==> src/spro_pkg.sv <==
// shared types, constants and pixel combine functions for the serpentine raster op block
package spro_pkg;

   localparam int COLUMNS   = 16;
   localparam int ROWS      = 16;
   localparam int PIXELS    = COLUMNS * ROWS;
   localparam int PIX_W     = (PIXELS > 1) ? $clog2(PIXELS) : 1;
   localparam int IDX_W     = 18;
   localparam int QDEPTH    = 2;
   localparam int QPTR_W    = 1;
   localparam int CSR_IDX_W = 2;
   localparam int CSR_DAT_W = 8;

   localparam logic signed [IDX_W-1:0] ROWS_S    = IDX_W'(ROWS);
   localparam logic signed [IDX_W-1:0] ROWS_M1_S = IDX_W'(ROWS - 1);
   localparam logic signed [IDX_W-1:0] PIXELS_S  = IDX_W'(PIXELS);

   typedef enum logic [1:0] {
      OVL_REPLACE = 2'd0,
      OVL_OR      = 2'd1,
      OVL_ANDNOT  = 2'd2,
      OVL_XOR     = 2'd3
   } ovl_mode_type;

   typedef enum logic [CSR_IDX_W-1:0] {
      CSR_MODE  = 2'd0,
      CSR_RED   = 2'd1,
      CSR_GREEN = 2'd2,
      CSR_BLUE  = 2'd3
   } csr_index_type;

   typedef enum logic {
      OP_DRAW  = 1'b0,
      OP_FLUSH = 1'b1
   } op_type;

   typedef enum logic {
      BK_IDLE,
      BK_EXEC
   } bk_state_type;

   typedef struct packed {
      logic [7:0] red;
      logic [7:0] green;
      logic [7:0] blue;
   } px_type;

   typedef struct packed {
      ovl_mode_type mode;
      px_type       color;
   } cfg_type;

   typedef struct packed {
      logic             flush;
      logic             in_range;
      logic [PIX_W-1:0] addr;
      logic [7:0]       index;
   } q_item_type;

   typedef struct packed {
      logic       valid;
      logic       in_range;
      logic [7:0] index;
      px_type     px;
      logic       changed;
      logic       frame_due;
   } rsp_type;

   function automatic logic [7:0] combine_chan(logic [7:0] old_v, logic [7:0] color,
                                               ovl_mode_type mode);
      logic [7:0] res;
      unique case (mode)
         OVL_REPLACE: res = color;
         OVL_OR:      res = old_v | color;
         OVL_ANDNOT:  res = old_v & ~color;
         OVL_XOR:     res = old_v ^ color;
         default:     res = color;
      endcase
      return res;
   endfunction

   function automatic px_type combine_px(px_type old_px, cfg_type cfg);
      px_type res;
      res.red   = combine_chan(old_px.red, cfg.color.red, cfg.mode);
      res.green = combine_chan(old_px.green, cfg.color.green, cfg.mode);
      res.blue  = combine_chan(old_px.blue, cfg.color.blue, cfg.mode);
      return res;
   endfunction

endpackage

==> src/spro_front.sv <==
// front end: request acceptance and serpentine index classification
module spro_front (
   input  logic                start,
   input  logic                req_op,
   input  logic signed [7:0]   req_column,
   input  logic signed [7:0]   req_row,
   input  logic                q_full,
   output logic                push,
   output spro_pkg::q_item_type push_item
);
   import spro_pkg::*;

   logic signed [IDX_W-1:0] col_ext;
   logic signed [IDX_W-1:0] row_ext;
   logic signed [IDX_W-1:0] row_off;
   logic signed [IDX_W-1:0] idx;

   assign col_ext = IDX_W'(req_column);
   assign row_ext = IDX_W'(req_row);

   // odd columns run bottom to top
   assign row_off = req_column[0] ? (ROWS_M1_S - row_ext) : row_ext;
   assign idx     = (col_ext * ROWS_S) + row_off;

   assign push = start && !q_full;

   always_comb begin
      push_item.flush    = (op_type'(req_op) == OP_FLUSH);
      push_item.in_range = !idx[IDX_W-1] && (idx < PIXELS_S);
      push_item.addr     = idx[PIX_W-1:0];
      push_item.index    = idx[7:0];
   end

endmodule

==> config.mk <==
export PLATFORM = sky130hd
export DESIGN_NAME = spro_front
export DESIGN_NICKNAME = d
export VERILOG_FILES = /design/src/spro_pkg.sv /design/src/spro_front.sv
export SDC_FILE = /design/constraint.sdc
export NUM_CORES = 1
export LEC_CHECK = 0
export ABC_AREA = 1
export BUFFER_PORTS_ARGS = -buffer_cell sky130_fd_sc_hd__buf_2
export CORE_AREA = 2 2 39 41
export DETAILED_ROUTE_END_ITERATION = 6
export DIE_AREA = 0 0 41 43
export PLACE_DENSITY = 0.85
export SLEW_MARGIN = 20
export SYNTH_ARGS = -nofsm -noshare
export SYNTH_HDL_FRONTEND = slang
export SYNTH_SLANG_ARGS = --single-unit
==> constraint.sdc <==
create_clock -name vclk -period 2.5
set_input_delay 0.125 -clock vclk [all_inputs]
set_output_delay 0.125 -clock vclk [all_outputs]
set_load 0.05 [all_outputs]
After elaboration in Yosys (flattened, before gate mapping)
Cells that the tools add are included.
{ "classes": {"order_cmp": 1, "add_sub_neg": 2, "n_reduce_logical": 4, "n_mux": 1} }
{ "op_table": {"columns": ["cell", "n"], "rows": [
  ["12-bit by 18-bit adder with 18-bit output", 1],
  ["18-bit by 10-bit < comparator with 1-bit output (second input constant)", 1],
  ["18-bit 2-to-1 mux", 1],
  ["5-bit by 8-bit subtractor with 9-bit output (first input constant)", 1],
  ["1-bit logical AND", 2],
  ["1-bit logical NOT", 2]
]} }
{ "totals": {"register_bits": 0, "input_bits": 19, "output_inout_bits": 19, "word_cells": 8} }

Depth between registers and ports, before layout
{ "depth": {"depth_word": 5, "ltp_mapped": 15, "depth_no_buf": 15} }

Worst setup path after synthesis
Ideal clock, no wire load.
{ "synth_timing": {"path_kind": "input to output", "startpoint": "input req_row[4]", "endpoint": "output push_item[15] (netlist name)", "slack_ps": 141, "cell_stages": 9, "required_time_ps": 2375, "arrival_ps": 2234, "path_buffers": 1, "cell_sequence": "inv_1 > ha_1 > nand2_1 > o21ai_0 > ha_1 > nand3_1 > nand3_1 > xor2_1 > buf_4"} }
{ "synth_lines": {"columns": ["element", "line_no", "rtl"], "rows": [
  ["start, declared", "spro_front.sv:6", "input logic signed [7:0] req_row,"],
  ["end, declared", "spro_front.sv:9", "output spro_pkg::q_item_type push_item"]
]} }

==> results by stage <==
STA:
- The highest achievable clock rate is roughly 0.44 GHz.
- The worst slew slack as a fraction of its limit is about three quarters.
- Setup violations remaining at the end of the flow were counted as 0.
- Setup repair after global routing left no endpoint under its margin.
- The worst hold-check slack is between 0.2 and 0.3 ns.
- The max-slew violation count was 0.
- The hold violation count in the final report is 0.
- The transition time at the pin with the least slew margin is 0.3778 ns.
- Setup total negative slack on the finished layout was measured at 0 ns.
- The final critical-path required period is around 2.3 ns.
- Of the available clock period, the critical path in the final layout requires 90.42%.

Synth:
- The number of synthesis warnings is 0.
- The per-instance average area after synthesis is about 6 sq um.
- The cell count after synthesis came out at around 100.
- Summing the sequential cell areas from Yosys gives 0% of the chip area.
- The unique cell type count in the Yosys netlist is 18.
- The synthesized net count is approximately 130.
- The area of the mapped netlist is 613.1 sq um.

Global route:
- For this run, the total global-route usage over all layers was measured as 15.18%.
- The via count of the first global-routing pass is about 570.
- The global-route layer with the greatest usage is met2.
- The global-route met2 utilization is 30.31%.
- Entering global routing, the biggest net connects 13 pins.
- Global routing consumed, on the met1 layer, 17.09% of the routing resources.
- The number of antenna violations at the first check in global routing came to 0.
- The global-route track usage on met3 is less than 1%.
- The first global-routing pass estimated around 2000 microns of wire.
- The total overflow left after global routing is 0.

Min path:
- The startpoint identified for the worst hold timing path is req_op.
- The depth of the worst hold-timing path is 0.
- The endpoint with the worst hold slack is push_item[17].
- The worst hold-check path type is in -> out.

Worst setup path:
- At the worst endpoint, the arrival time is roughly 2.1 ns.
- The data required time at the worst endpoint is ~2.4 ns.
- The worst setup path is launched from an input port.
- Counting stages on the worst path, the most repeated cell is nand2_1.
- The worst setup path is captured at an output port.
- The maximum fanout along the worst path is 5.
- By startpoint and endpoint, the worst setup path is classified as in -> out.
- The largest individual stage delay along the critical path comes from the cell ha_1.
- The largest single stage delay on the critical path is between 0.3 and 0.4 ns.
- Traced cell by cell, the critical path runs through buf_2, inv_1, ha_1, nand2_1, nand3_1, o21ai_1, ha_1, nand2_1, inv_1, nand2_1, nand2_1, a21oi_1, nand2_1, nand2_1, nand3_1, nor2_1, buf_4.

Cells and area:
- After layout, the clock buffer instance count stands at 0.
- The count of nets after finishing is roughly 160.
- The share of layout cells above drive strength 1 is 33.59%.
- The number of inserted diodes is 0.
- The sequential cell count is 0.
- The post-route core utilization is a little over half.
- The layout overhead on the synthesized area is 23.67%.
- The footprint of the flip-flops and latches is 0 sq um.
- The multi-input combinational cell area is about 470 sq um.
- Counting the fill cells in the layout gives 148.
- The library cells used most frequently in the layout, excluding fill and tap cells, are 35 x buf_2, 27 x nand2_1, 19 x inv_1.
- The most frequent standard cell in the layout excluding fill and tap cells is buf_2.

Flow run:
- The max-capacitance violation count is 0.

Run status:
- The run finished with clean final reports.

Floorplan:
- The die covers 1763 sq um.
- The die is around 43 microns tall.
- The initialized floorplan defines 14 standard-cell rows.
- The count of pins on the block boundary is 38.
- In this run the standard cell core region covers 1384 sq um.
- The initial cell density of the core is roughly 44%.
- The overall die width is 41 microns.

Placed design:
- The HPWL after detailed placement is 1188 microns.
- The congestion estimate from routability-driven global placement came to ~0.73.
- The count of input and output buffers is 36.

Routing:
- The length of the first detailed-routing pass in iterations is 4.
- After detailed routing, the average wire length per cell comes to roughly 9.3 microns.
- In the routed design, unresolved DRC markers number 0.
- Wires add up to roughly 1400 microns.
- Detailed routing inserted a total of roughly 700 vias.
- The remaining number of nets flagged by the antenna check after routing is 0.
- The via density per instance is ~4.7.
- After the first detailed-routing iteration, the DRC count stood at 9.

Power:
- The leakage power is approximately 0.50 nW.
- Dividing total power by cell area gives a power density of a little under 500 nW/um^2.
- The design draws between 0.0003 and 0.0004 W.
- The maximum vdd ir drop is 0.0002128 V.

Clocking:
- The number of hold buffers added after CTS was 0.
synthesized netlist by cell type, drive strengths merged:
cell / n / area, sq um
a21oi: 6 / 37.54
buf: 10 / 72.56
fa: 1 / 20.02
ha: 10 / 125.1
inv: 19 / 71.32
nand2: 30 / 120.1
nand3: 8 / 45.04
nand4: 1 / 6.260
nor2: 6 / 22.52
o21a: 1 / 7.510
o21ai: 2 / 10.01
o22ai: 1 / 6.260
o31ai: 1 / 7.510
xor2: 7 / 61.31
report_power, final:
part	internal, W	leakage, nW	switching (W)
clock	0	0	0
combinational	0.000102	0.504	0.000268
sequential	0	0	0
kinds of logic (layout without fill, tap and decap cells):
group | after synthesis | after routing | synth area share [%]
AO/OA/AOI/OAI | 11 | 11 | 11.23
XOR/XNOR | 7 | 7 | 10.00
adder cells (fa/ha/maj) | 11 | 11 | 23.67
buffers and inverters | 29 | 57 | 23.47
AND/OR/NAND/NOR | 45 | 45 | 31.63
layout make-up:
cell class                 count  area share, %
inverter                      19          9.406
multi-input combinational     74          61.88
tap                           16          2.640
timing repair buffer          38          26.07
worst max-delay path: cells and delay by family:
kind                       cells  cell delay (ns)
adders and majority gates      2             0.57
buffers and inverters          4             0.38
AOI/OAI and AO/OA              2             0.38
and+or+nand+nor                9             0.67
worst max path at each step:
stage / from / end / cells after the start
2_1_floorplan: req_row[4] / push_item[15] / 9
3_3_place_gp: req_row[4] / push_item[16] / 14
3_5_place_dp: req_row[5] / push_item[16] / 17
4_1_cts: req_row[5] / push_item[16] / 17
5_1_grt: req_row[4] / push_item[16] / 14
6_report: req_row[4] / push_item[16] / 17
per-layer routing:
| layer | part of all wire (%) | wire [microns] |
|---|---|---|
| met1 | 41 | 562 |
| met2 | 51 | 692 |
| met5 | 0 | 0 |
| met4 | 0 | 0 |
| met3 | 8.2 | 112 |
repair_timing:
action	4_1_cts	5_1_grt
resized for setup	0	3
setup endpoints to repair	0	1
buffers inserted	0	2
metrics by stage:
stage / instances / instance area (sq um) / worst slack (ns)
final: 147 / 758.2 / 0.2395
after global placement: 145 / 740.7 / 0.2273
after global routing: 147 / 758.2 / 0.01719
after detailed placement: 145 / 740.7 / 0.1645
after floorplan: 103 / 613.1 / 0.1414
after CTS: 145 / 740.7 / 0.1569
Power figures use the tool's default switching activity.
