File: src/spro_pkg.sv
// shared types, constants and pixel combine functions for the serpentine raster op block
package spro_pkg;

   localparam int COLUMNS   = 16;
   localparam int ROWS      = 16;
   localparam int PIXELS    = COLUMNS * ROWS;
   localparam int PIX_W     = (PIXELS > 1) ? $clog2(PIXELS) : 1;
   localparam int IDX_W     = 18;
   localparam int QDEPTH    = 2;
   localparam int QPTR_W    = 1;
   localparam int CSR_IDX_W = 2;
   localparam int CSR_DAT_W = 8;

   localparam logic signed [IDX_W-1:0] ROWS_S    = IDX_W'(ROWS);
   localparam logic signed [IDX_W-1:0] ROWS_M1_S = IDX_W'(ROWS - 1);
   localparam logic signed [IDX_W-1:0] PIXELS_S  = IDX_W'(PIXELS);

   typedef enum logic [1:0] {
      OVL_REPLACE = 2'd0,
      OVL_OR      = 2'd1,
      OVL_ANDNOT  = 2'd2,
      OVL_XOR     = 2'd3
   } ovl_mode_type;

   typedef enum logic [CSR_IDX_W-1:0] {
      CSR_MODE  = 2'd0,
      CSR_RED   = 2'd1,
      CSR_GREEN = 2'd2,
      CSR_BLUE  = 2'd3
   } csr_index_type;

   typedef enum logic {
      OP_DRAW  = 1'b0,
      OP_FLUSH = 1'b1
   } op_type;

   typedef enum logic {
      BK_IDLE,
      BK_EXEC
   } bk_state_type;

   typedef struct packed {
      logic [7:0] red;
      logic [7:0] green;
      logic [7:0] blue;
   } px_type;

   typedef struct packed {
      ovl_mode_type mode;
      px_type       color;
   } cfg_type;

   typedef struct packed {
      logic             flush;
      logic             in_range;
      logic [PIX_W-1:0] addr;
      logic [7:0]       index;
   } q_item_type;

   typedef struct packed {
      logic       valid;
      logic       in_range;
      logic [7:0] index;
      px_type     px;
      logic       changed;
      logic       frame_due;
   } rsp_type;

   function automatic logic [7:0] combine_chan(logic [7:0] old_v, logic [7:0] color,
                                               ovl_mode_type mode);
      logic [7:0] res;
      unique case (mode)
         OVL_REPLACE: res = color;
         OVL_OR:      res = old_v | color;
         OVL_ANDNOT:  res = old_v & ~color;
         OVL_XOR:     res = old_v ^ color;
         default:     res = color;
      endcase
      return res;
   endfunction

   function automatic px_type combine_px(px_type old_px, cfg_type cfg);
      px_type res;
      res.red   = combine_chan(old_px.red, cfg.color.red, cfg.mode);
      res.green = combine_chan(old_px.green, cfg.color.green, cfg.mode);
      res.blue  = combine_chan(old_px.blue, cfg.color.blue, cfg.mode);
      return res;
   endfunction

endpackage

File: src/spro_queue.sv
// two-entry request queue between front and back
module spro_queue (
   input  logic                 clock,
   input  logic                 reset,
   input  logic                 push,
   input  spro_pkg::q_item_type push_item,
   input  logic                 pop,
   output spro_pkg::q_item_type head_item,
   output logic                 empty,
   output logic                 full
);
   import spro_pkg::*;

   q_item_type          entry_ff [QDEPTH];
   logic [QPTR_W-1:0]   wr_ptr_ff;
   logic [QPTR_W-1:0]   rd_ptr_ff;
   logic [QPTR_W:0]     cnt_ff;
   logic [QPTR_W:0]     cnt_in;

   assign empty     = (cnt_ff == '0);
   assign full      = (cnt_ff == (QPTR_W+1)'(QDEPTH));
   assign head_item = entry_ff[rd_ptr_ff];

   always_comb begin
      cnt_in = cnt_ff;
      case ({push, pop})
         2'b10:   cnt_in = cnt_ff + 1'b1;
         2'b01:   cnt_in = cnt_ff - 1'b1;
         default: cnt_in = cnt_ff;
      endcase
   end

   always_ff @(posedge clock) begin
      if (reset) begin
         wr_ptr_ff <= '0;
         rd_ptr_ff <= '0;
         cnt_ff    <= '0;
      end else begin
         cnt_ff <= cnt_in;
         if (push) begin
            wr_ptr_ff <= wr_ptr_ff + 1'b1;
         end
         if (pop) begin
            rd_ptr_ff <= rd_ptr_ff + 1'b1;
         end
      end
   end

   always_ff @(posedge clock) begin
      if (push) begin
         entry_ff[wr_ptr_ff] <= push_item;
      end
   end

endmodule

File: config.mk
export PLATFORM = sky130hd
export DESIGN_NAME = spro_queue
export DESIGN_NICKNAME = d
export VERILOG_FILES = /design/src/spro_pkg.sv /design/src/spro_queue.sv
export SDC_FILE = /design/constraint.sdc
export NUM_CORES = 1
export LEC_CHECK = 0
export ABC_AREA = 1
export BUFFER_PORTS_ARGS = -buffer_cell sky130_fd_sc_hd__buf_4
export CORE_ASPECT_RATIO = 0.9
export CORE_MARGIN = 4
export CORE_UTILIZATION = 55
export DETAILED_ROUTE_END_ITERATION = 8
export HOLD_SLACK_MARGIN = 0.03
export PLACE_DENSITY = 0.83
export SLEW_MARGIN = 5
export SYNTH_ARGS = -nofsm -noshare
export SYNTH_HDL_FRONTEND = slang
export SYNTH_SLANG_ARGS = --single-unit
File: constraint.sdc
create_clock -name clock -period 3.5 [get_ports clock]
set_clock_uncertainty 0.1 [all_clocks]
set_input_delay 0.35 -clock clock [delete_from_list [all_inputs] [get_ports clock]]
set_output_delay 0.35 -clock clock [all_outputs]
set_load 0.005 [all_outputs]
After elaboration in Yosys (flattened, before gate mapping) --
Memory sizes are Yosys's and may differ from the RTL's. A register that Yosys moved wholly into a read port is not among the register bits. Cells that the tools add are included.
Word-level totals: memories kept 1, bits in registers 4, bits in latches 0, RAM bits 36, output and inout port bits 20, memory bits (read-only) 0
Memory list:
- entry_ff | depth 2, bits a word 18, read ports 1, clocked after memory_dff 1, write ports 1, line spro_queue.sv:14 | q_item_type entry_ff [QDEPTH];
Cells by class: add/sub/neg operators 4, equality and inequality tests 3, bitwise gates (word level) 0, shift-type cells 0, div/mod/pow operators 0, muxes and demuxes 5, $mul 0, order comparisons 0, reductions and logical operators 2
Operators with widths (number):
- equality test 2 bit (second input constant) | 2
- 2-to-1 mux 1 bit | 4
- one-hot mux 2 bit (2 select lines) | 1
- adder 1 bit (second input constant) | 2
- adder 2 x 1 -> 2 bit (second input constant) | 1
- equality test 2 x 1 -> 1 bit (second input constant) | 1
- logical NOT 2 bit | 1
- nonzero test 2 bit | 1
- subtractor 2 x 1 -> 2 bit (second input constant) | 1

Longest topological paths before layout --
Gate-level depths: netlist (run 1).
depth after elaboration 3, gate-level depth with buffers 7, depth with buffers taken out 7

Least setup slack after synthesis (run 1) --
OpenSTA, ideal clock, no wires.
kind in2reg, from input push, to memory entry_ff[0][0] in the netlist's numbering, enable pin, data arrival time 1.169 ns, library setup time 0.393 ns, path slack 1.838 ns, data required time 3.007 ns, cell stages on the path 2, path buffers 0, path through inv_1 -> nor2_1
On the way: word-level cells in the longest chain between the ends 2
Ends and longest elaborated chain:
- from (decl) | line spro_queue.sv:5 | input logic push,
- 2-to-1 mux 1 bit | line spro_queue.sv:50 | if (push) begin
- 2-to-1 mux 1 bit (implied by the code) | line spro_queue.sv:51 | entry_ff[wr_ptr_ff] <= push_item;
- to (decl) | line spro_queue.sv:14
Every way passes these cells.

==> out/summary.log, run 1 <==
qor: route.routed_wire_length_per_instance 13.2 um
qor: global_routing.antenna_violations_before_repair 0
qor: floorplan.area_inside_the_core_boundary 0.00275 sq mm
qor: route.route.detailed.vias_per_inst 4.75
qor: sta.setup_slack 1.21 ns
qor: synth.synth_top_area_cell edfxtp_1
qor: setup_path.rr_worst_depth 2
qor: floorplan.rows 18
qor: setup_path.critical_path.reg2reg.endpoint entry_ff[1][14]
qor: synth.cell_count_after_synthesis 89
qor: sta.rsz_0062_raised_after_global_routing no
qor: route.detailedRoute.firstIterationViolations 37
qor: cells_and_area.mostFrequentLayoutCell buf_4
qor: clock_network.ctsHoldBuffers 0
qor: clock_network.worst_skew_pair.late_latency 0.32 ns
qor: sta.tightest_slew 0.935 ns
qor: place.place_worst_setup_slack 1.53 ns
qor: worst_hold_path.timing.hold.worst_path_depth 1
qor: pwr.cellLeakagePower 0.793 nW
qor: clock_network.htreeDepth 2
qor: clock_network.clock_path_buffers 2
qor: cells_and_area.area.growth.synth_to_final 24.3%
qor: route.detailroute.via_count 841
qor: sta.final_max_slew_viol_count 0
qor: global_routing.largest_net_degree_at_the_start_of_global_routing 20
qor: sta.worst_relative_slew_slack 0.376
qor: global_routing.grt_overflow_total 0
qor: clock_network.clk_transition_reported_paths 0.11 ns
qor: sta.finalSetupViolCount 0
qor: cells_and_area.layout.nets 159
qor: setup_path.regToRegSetupSlack 2.10 ns
qor: synth.synth.yosys.warnings 0
qor: synth.post_synth_instance_area 0.00158 sq mm
qor: pwr.power_density 467 mW/mm^2
qor: setup_path.critical_path.startpoint_type flop
qor: clock_network.cts_inserted_buffers 5
qor: global_routing.vias_in_the_first_global_route 855
qor: global_routing.grt_pass1_wl 3.77 mm
qor: worst_hold_path.end_point_of_the_worst_hold_path entry_ff[0][9]
qor: outcome.status complete, no violations
qor: place.hpwl 1.69 mm
qor: synth.synth_top_area_frac 0.685
qor: clock_network.ctsRootBufferMaster clkbuf_4
qor: cells_and_area.post_route_cells_drive_above_1_share 0.474
qor: synth.yosysSeqAreaShare 0.749
qor: synth.postSynthAreaPerCell 17.7 sq um
qor: route.totalWireLength 2.34 mm
qor: route.drcViolationCount 0
qor: global_routing.grt.total_usage 0.136
qor: pwr.power 0.916 mW
qor: synth.postSynthRegisterBits 41
qor: place.gpl.final_weighted_congestion 0.657
qor: route.route.antenna.remaining_nets 0
qor: sta.timing.final.crit_share 0.653
qor: setup_path.worstSetupPathType reg -> out
qor: sta.finalHoldViolCount 0
qor: synth.synth_nets 112
qor: run.maxCapViolCount 0
qor: worst_hold_path.min-delay-path-class in -> reg
qor: setup_path.worst-endpoint-required 3.05 ns
qor: cells_and_area.antenna_cells_inserted 0
qor: worst_hold_path.min_from push_item[9]
qor: synth.synth_top_cells_by_area edfxtp_1 69%, mux2_4 9.5%, dfxtp_1 6.3%, mux2_2 5.7%, nor2_1 2.4%
qor: place.buffers_on_ports 41
qor: floorplan.die_w 64.5 um
qor: clock_network.cts_tree yes
qor: floorplan.die_height 58.8 um
qor: floorplan.dieArea 0.00379 sq mm
qor: clock_network.clock_sinks 41
qor: setup_path.cp_data_arrival_time 1.84 ns
qor: cells_and_area.most-common-layout-cells 42 x buf_4, 36 x edfxtp_1, 10 x mux2_4, 10 x nor2_1, 8 x mux2_2
qor: synth.netlist-cell-type-count 15
qor: route.drtPass1Iterations 4
qor: sta.fin_crit 2.29 ns
qor: floorplan.floorplan.io_pins 42
qor: setup_path.critical_path.max_fanout 18
qor: pwr.vdd_ir_drop_max 0.000290 V
qor: clock_network.cts_setup_buffers 0
qor: sta.tns 0 ns
qor: setup_path.reg2reg_from wr_ptr_ff
qor: sta.max_freq 437 MHz
qor: clock_network.post_cts.resized_instances 0
qor: floorplan.initial_utilization 0.574
qor: setup_path.end_kind primary output
## per-layer routing
| metal | global-route usage | wire, um | up-vias |
|---|---|---|---|
| li1 | - | - | 412 |
| met1 | 0.150 | 896 | 402 |
| met2 | 0.241 | 1270 | 22 |
| met3 | 0.0439 | 136 | 5 |
| met4 | 0.0633 | 35 | 0 |
| met5 | 0 | 0 | - |
## cell families after synthesis
family                   synth area share
adder cells (fa/ha/maj)           0.00793
AO/OA/AOI/OAI                     0.00634
flip-flops                          0.749
AND/OR/NAND/NOR                    0.0428
XOR/XNOR                          0.00555
multiplexers                        0.152
buffers and inverters              0.0365
## cells in the mapped netlist
cell,n
nor3_1,1
buf_12,1
dfxtp_1,5
nand4_1,1
ha_1,1
buf_6,1
nor2_1,10
edfxtp_1,36
mux2_4,10
xnor2_1,1
a21oi_1,1
inv_1,7
nand2_1,5
o21ai_0,1
mux2_2,8
## worst max-delay path: stages (launching register included)
cell     delay [ns]
dfxtp_1        0.95
mux2_2         0.42
buf_4          0.13
## how the worst max path moves through the flow
stage / startpoint / endpoint / slack (ns) / cells after the start
after global placement: flop / head_item[17] / 1.56 / 2
after global routing: flop / head_item[17] / 1.06 / 2
final: flop / head_item[17] / 1.21 / 2
after detailed placement: flop / head_item[17] / 1.53 / 2
after floorplan: push / entry_ff[0][0] / 1.84 / 2
after CTS: flop / head_item[17] / 1.15 / 2
## cell type report
class                   instances  area [sq um]
flip-flops and latches         41          1180
repair buffers                 42           315
well taps                      40          50.0
fillers                       209           787
inverters                       7          26.3
clock buffers                   8          48.8
multi-input cells              39           339
## registers in the layout, summed over array words and instances, names as in the netlist, named ones only
name	flops
entry_ff	36
cnt_ff	2
rd_ptr_ff	1
wr_ptr_ff	1
## where the power goes
part           total, mW  switching, mW  internal (mW)
combinational      0.124         0.0438         0.0801
clock              0.212          0.131         0.0802
sequential         0.580         0.0180          0.562
total              0.916          0.193          0.723
## metrics by stage
stage	hold slack (ns)	instance area, sq um	std cells	util
finish	0.0935	1960	177	0.714
global route	0.0704	1960	177	0.714
CTS	0.0806	1960	177	0.714
detailed placement	0.407	1910	169	0.696
global placement	0.397	1910	169	0.696
floorplan	0.322	1580	89	-
No activity file was read; power rests on OpenSTA's default activity.
==> run 2: changes to the inputs <==
--- a/config.mk
+++ b/config.mk
@@ -9,10 +9,10 @@
 export BUFFER_PORTS_ARGS = -buffer_cell sky130_fd_sc_hd__buf_4
 export CORE_ASPECT_RATIO = 0.9
 export CORE_MARGIN = 4
-export CORE_UTILIZATION = 55
+export CORE_UTILIZATION = 46
 export DETAILED_ROUTE_END_ITERATION = 8
 export HOLD_SLACK_MARGIN = 0.03
-export PLACE_DENSITY = 0.83
+export PLACE_DENSITY = 0.74
 export SLEW_MARGIN = 5
 export SYNTH_ARGS = -nofsm -noshare
 export SYNTH_HDL_FRONTEND = slang
==> constraint.sdc (replaced) <==
create_clock -name clock -period 1.9 [get_ports clock]
set_clock_uncertainty 0.1 [all_clocks]
set_input_delay 0.19 -clock clock [delete_from_list [all_inputs] [get_ports clock]]
set_output_delay 0.19 -clock clock [all_outputs]
set_load 0.005 [all_outputs]
==> out/summary.log, run 2 (same netlist as run 1, synthesis figures left out) <==
qor: pwr.internal_power 1.47 mW [+100%]
qor: sta.finalSetupViolCount 0 [unchanged]
qor: route.totalWireLength 2.79 mm [+20%]
qor: global_routing.met3_usage 0.0684 [+0.0245]
qor: clock_network.htreeDepth 2 [unchanged]
qor: cells_and_area.most-common-layout-cells 47 x buf_4, 36 x edfxtp_1, 19 x dlygate4sd3_1
qor: floorplan.dieArea 0.00443 sq mm [+17%]
qor: pwr.power_density 846 mW/mm^2 [+81%]
qor: setup_path.cp_common_cell buf_4
qor: global_routing.largest_net_degree_at_the_start_of_global_routing 14 [-30%]
qor: cells_and_area.mostFrequentLayoutCell buf_4
qor: route.route.detailed.vias_per_inst 4.72 [-0.68%]
qor: setup_path.cp_data_arrival_time 1.31 ns [-0.53 ns]
qor: setup_path.critical_path.startpoint_type flop
qor: sta.max_freq 625 MHz
qor: global_routing.grt_use_met2 0.230 [-0.0114]
qor: sta.rsz_0062_raised_after_global_routing no
qor: place.hpwl 1.89 mm [+12%]
qor: clock_network.cts_inserted_buffers 5 [unchanged]
qor: place.gpl.final_weighted_congestion 0.659 [+0.35%]
qor: worst_hold_path.min-delay-path-class in -> reg
qor: clock_network.cts_tree yes
qor: pwr.netSwitchingFraction 0.221 [+0.00949]
qor: route.drtPass1Iterations 4 [unchanged]
qor: sta.timing.final.crit_share 0.842
qor: route.detailedRoute.firstIterationViolations 41 [+11%]
qor: pwr.vdd_ir_drop_max 0.000741 V [+160%]
qor: cells_and_area.reg_top3 entry_ff (36), cnt_ff (2)
qor: floorplan.initial_utilization 0.499 [-0.0752]
qor: route.drcViolationCount 0 [unchanged]
qor: cells_and_area.antenna_cells_inserted 0 [unchanged]
qor: global_routing.grt.total_usage 0.139 [+0.00312]
qor: sta.tns 0 ns [unchanged]
qor: sta.setup_slack 0.299 ns [-0.914 ns]
qor: setup_path.crit_path_top_delay_cell dfxtp_1
qor: pwr.part_of_the_total_power_dissipated_in_combinational_logic 0.155 [+0.020]
qor: floorplan.die_height 63.6 um [+8.1%]
qor: outcome.status complete, no violations
qor: sta.fin_crit 1.60 ns
qor: floorplan.die_w 69.7 um [+8.2%]
qor: floorplan.rows 19 [+1]
qor: floorplan.area_inside_the_core_boundary 0.00316 sq mm [+15%]
qor: global_routing.antenna_violations_before_repair 0 [unchanged]
qor: run.maxCapViolCount 0 [unchanged]
qor: route.route.antenna.remaining_nets 0 [unchanged]
qor: clock_network.clk_transition_reported_paths 0.08 ns [-0.03 ns]
qor: sta.worst_relative_slew_slack 0.868 [+0.492]
qor: global_routing.grt_pass1_wl 4.64 mm [+23%]
qor: place.place_worst_setup_slack 0.609 ns [-0.916 ns]
qor: setup_path.critical_path.max_fanout 10 [-8]
qor: clock_network.worst_skew_pair.late_latency 0.29 ns [-0.03 ns]
qor: global_routing.vias_in_the_first_global_route 986 [+15%]
qor: setup_path.end_kind primary output
qor: place.buffers_on_ports 41 [unchanged]
qor: cells_and_area.largest_register_ffs 36 [unchanged]
qor: sta.tightest_slew 0.197 ns [-0.738 ns]
qor: cells_and_area.regMostFlops entry_ff
qor: pwr.power.sequential.fraction 0.558 [-0.076]
qor: setup_path.worstSetupPathType reg -> out
qor: clock_network.ctsRootBufferMaster clkbuf_8
qor: cells_and_area.area.growth.synth_to_final 41.4%
qor: cells_and_area.post_route_cells_drive_above_1_share 0.460 [-0.0148]
qor: clock_network.clock_path_buffers 2 [unchanged]
qor: global_routing.top_usage_layer met2
qor: global_routing.grt_use_met1 0.156 [+0.00686]
qor: pwr.power_switching 0.416 mW [+120%]
qor: floorplan.floorplan.io_pins 42 [unchanged]
qor: pwr.cellLeakagePower 0.916 nW [+15%]
qor: setup_path.cpPeakStageDelay 0.34 ns [-0.61 ns]
qor: setup_path.worst-endpoint-required 1.61 ns [-1.44 ns]
qor: route.routed_wire_length_per_instance 13.8 um [+4.2%]
qor: sta.finalHoldViolCount 0 [unchanged]
qor: route.detailroute.via_count 958 [+14%]
qor: cells_and_area.layout.nets 183 [+15%]
qor: sta.final_max_slew_viol_count 0 [unchanged]
qor: pwr.p_clk_frac 0.287 [+0.056]
qor: clock_network.clock_sinks 41 [unchanged]
qor: cells_and_area.utilization 0.706 [-0.00799]
qor: global_routing.grt_overflow_total 0 [unchanged]
qor: setup_path.crit_path_cell_trace buf_4, mux2_4, buf_4
run 2: changes by cell type in the layout (fill, tap and decap cells not counted), sizes merged:
cell,previous run,this run
clkinv,0,2
clkbuf,8,5
dlygate4sd3,0,19
clkinvlp,0,1
buf,42,47
run 2: area by class of cell:
type | count | area, sq um
multi-input combinational | 39 | 342
clock buffer | 5 | 68.8
tap | 42 | 52.6
inverter | 7 | 26.3
fill | 224 | 931
sequential | 41 | 1180
timing repair buffer | 66 | 543
clock inverter | 3 | 17.5
run 2: what timing repair did:
action                    CTS  global route
hold buffers               19             0
setup buffers               0             0
gates resized for setup     0             0
hold endpoints to repair   39             0
run 2: path summary, 6_finish.rpt:
check	slack (ns)	startpoint	to	depth (start not counted)
hold reg to reg	0.43	wr_ptr_ff	wr_ptr_ff	2
setup reg to reg	0.82	wr_ptr_ff	entry_ff[1][9]	3
hold / removal	0.07	pop	rd_ptr_ff	3
setup / recovery	0.30	flop	head_item[14]	3
run 2: worst max-delay path: cells and delay by family, from the launching register on:
family | cells | cell delay [ns]
buf+inv | 2 | 0.35
flops | 1 | 0.34
mux | 1 | 0.32
run 2: through the flow:
step	area (sq um)	power (mW)	cells	hold slack, ns
2_1_floorplan	1580	1.21	89	0.162
3_3_place_gp	1950	1.33	176	0.275
3_5_place_dp	1950	1.34	176	0.278
4_1_cts	2230	1.90	203	0.0708
5_1_grt	2230	1.98	203	0.0933
6_report	2230	1.89	203	0.0746
run 2: power groups by stage:
| stage | combinational, mW | clock, mW | sequential (mW) |
|---|---|---|---|
| floorplan | 0.136 | 0 | 1.07 |
| global placement | 0.257 | 0 | 1.07 |
| detailed placement | 0.263 | 0 | 1.07 |
| CTS | 0.295 | 0.554 | 1.05 |
| global route | 0.320 | 0.605 | 1.06 |
| finish | 0.292 | 0.542 | 1.05 |
run 2: routing by layer:
layer / vias to the layer above / routed length, um / part of all wire
met1: 453 / 1140 / 0.41
met4: 0 / 46 / 0.016
li1: 463 / - / -
met3: 6 / 220 / 0.079
met2: 36 / 1390 / 0.50
met5: - / 0 / 0
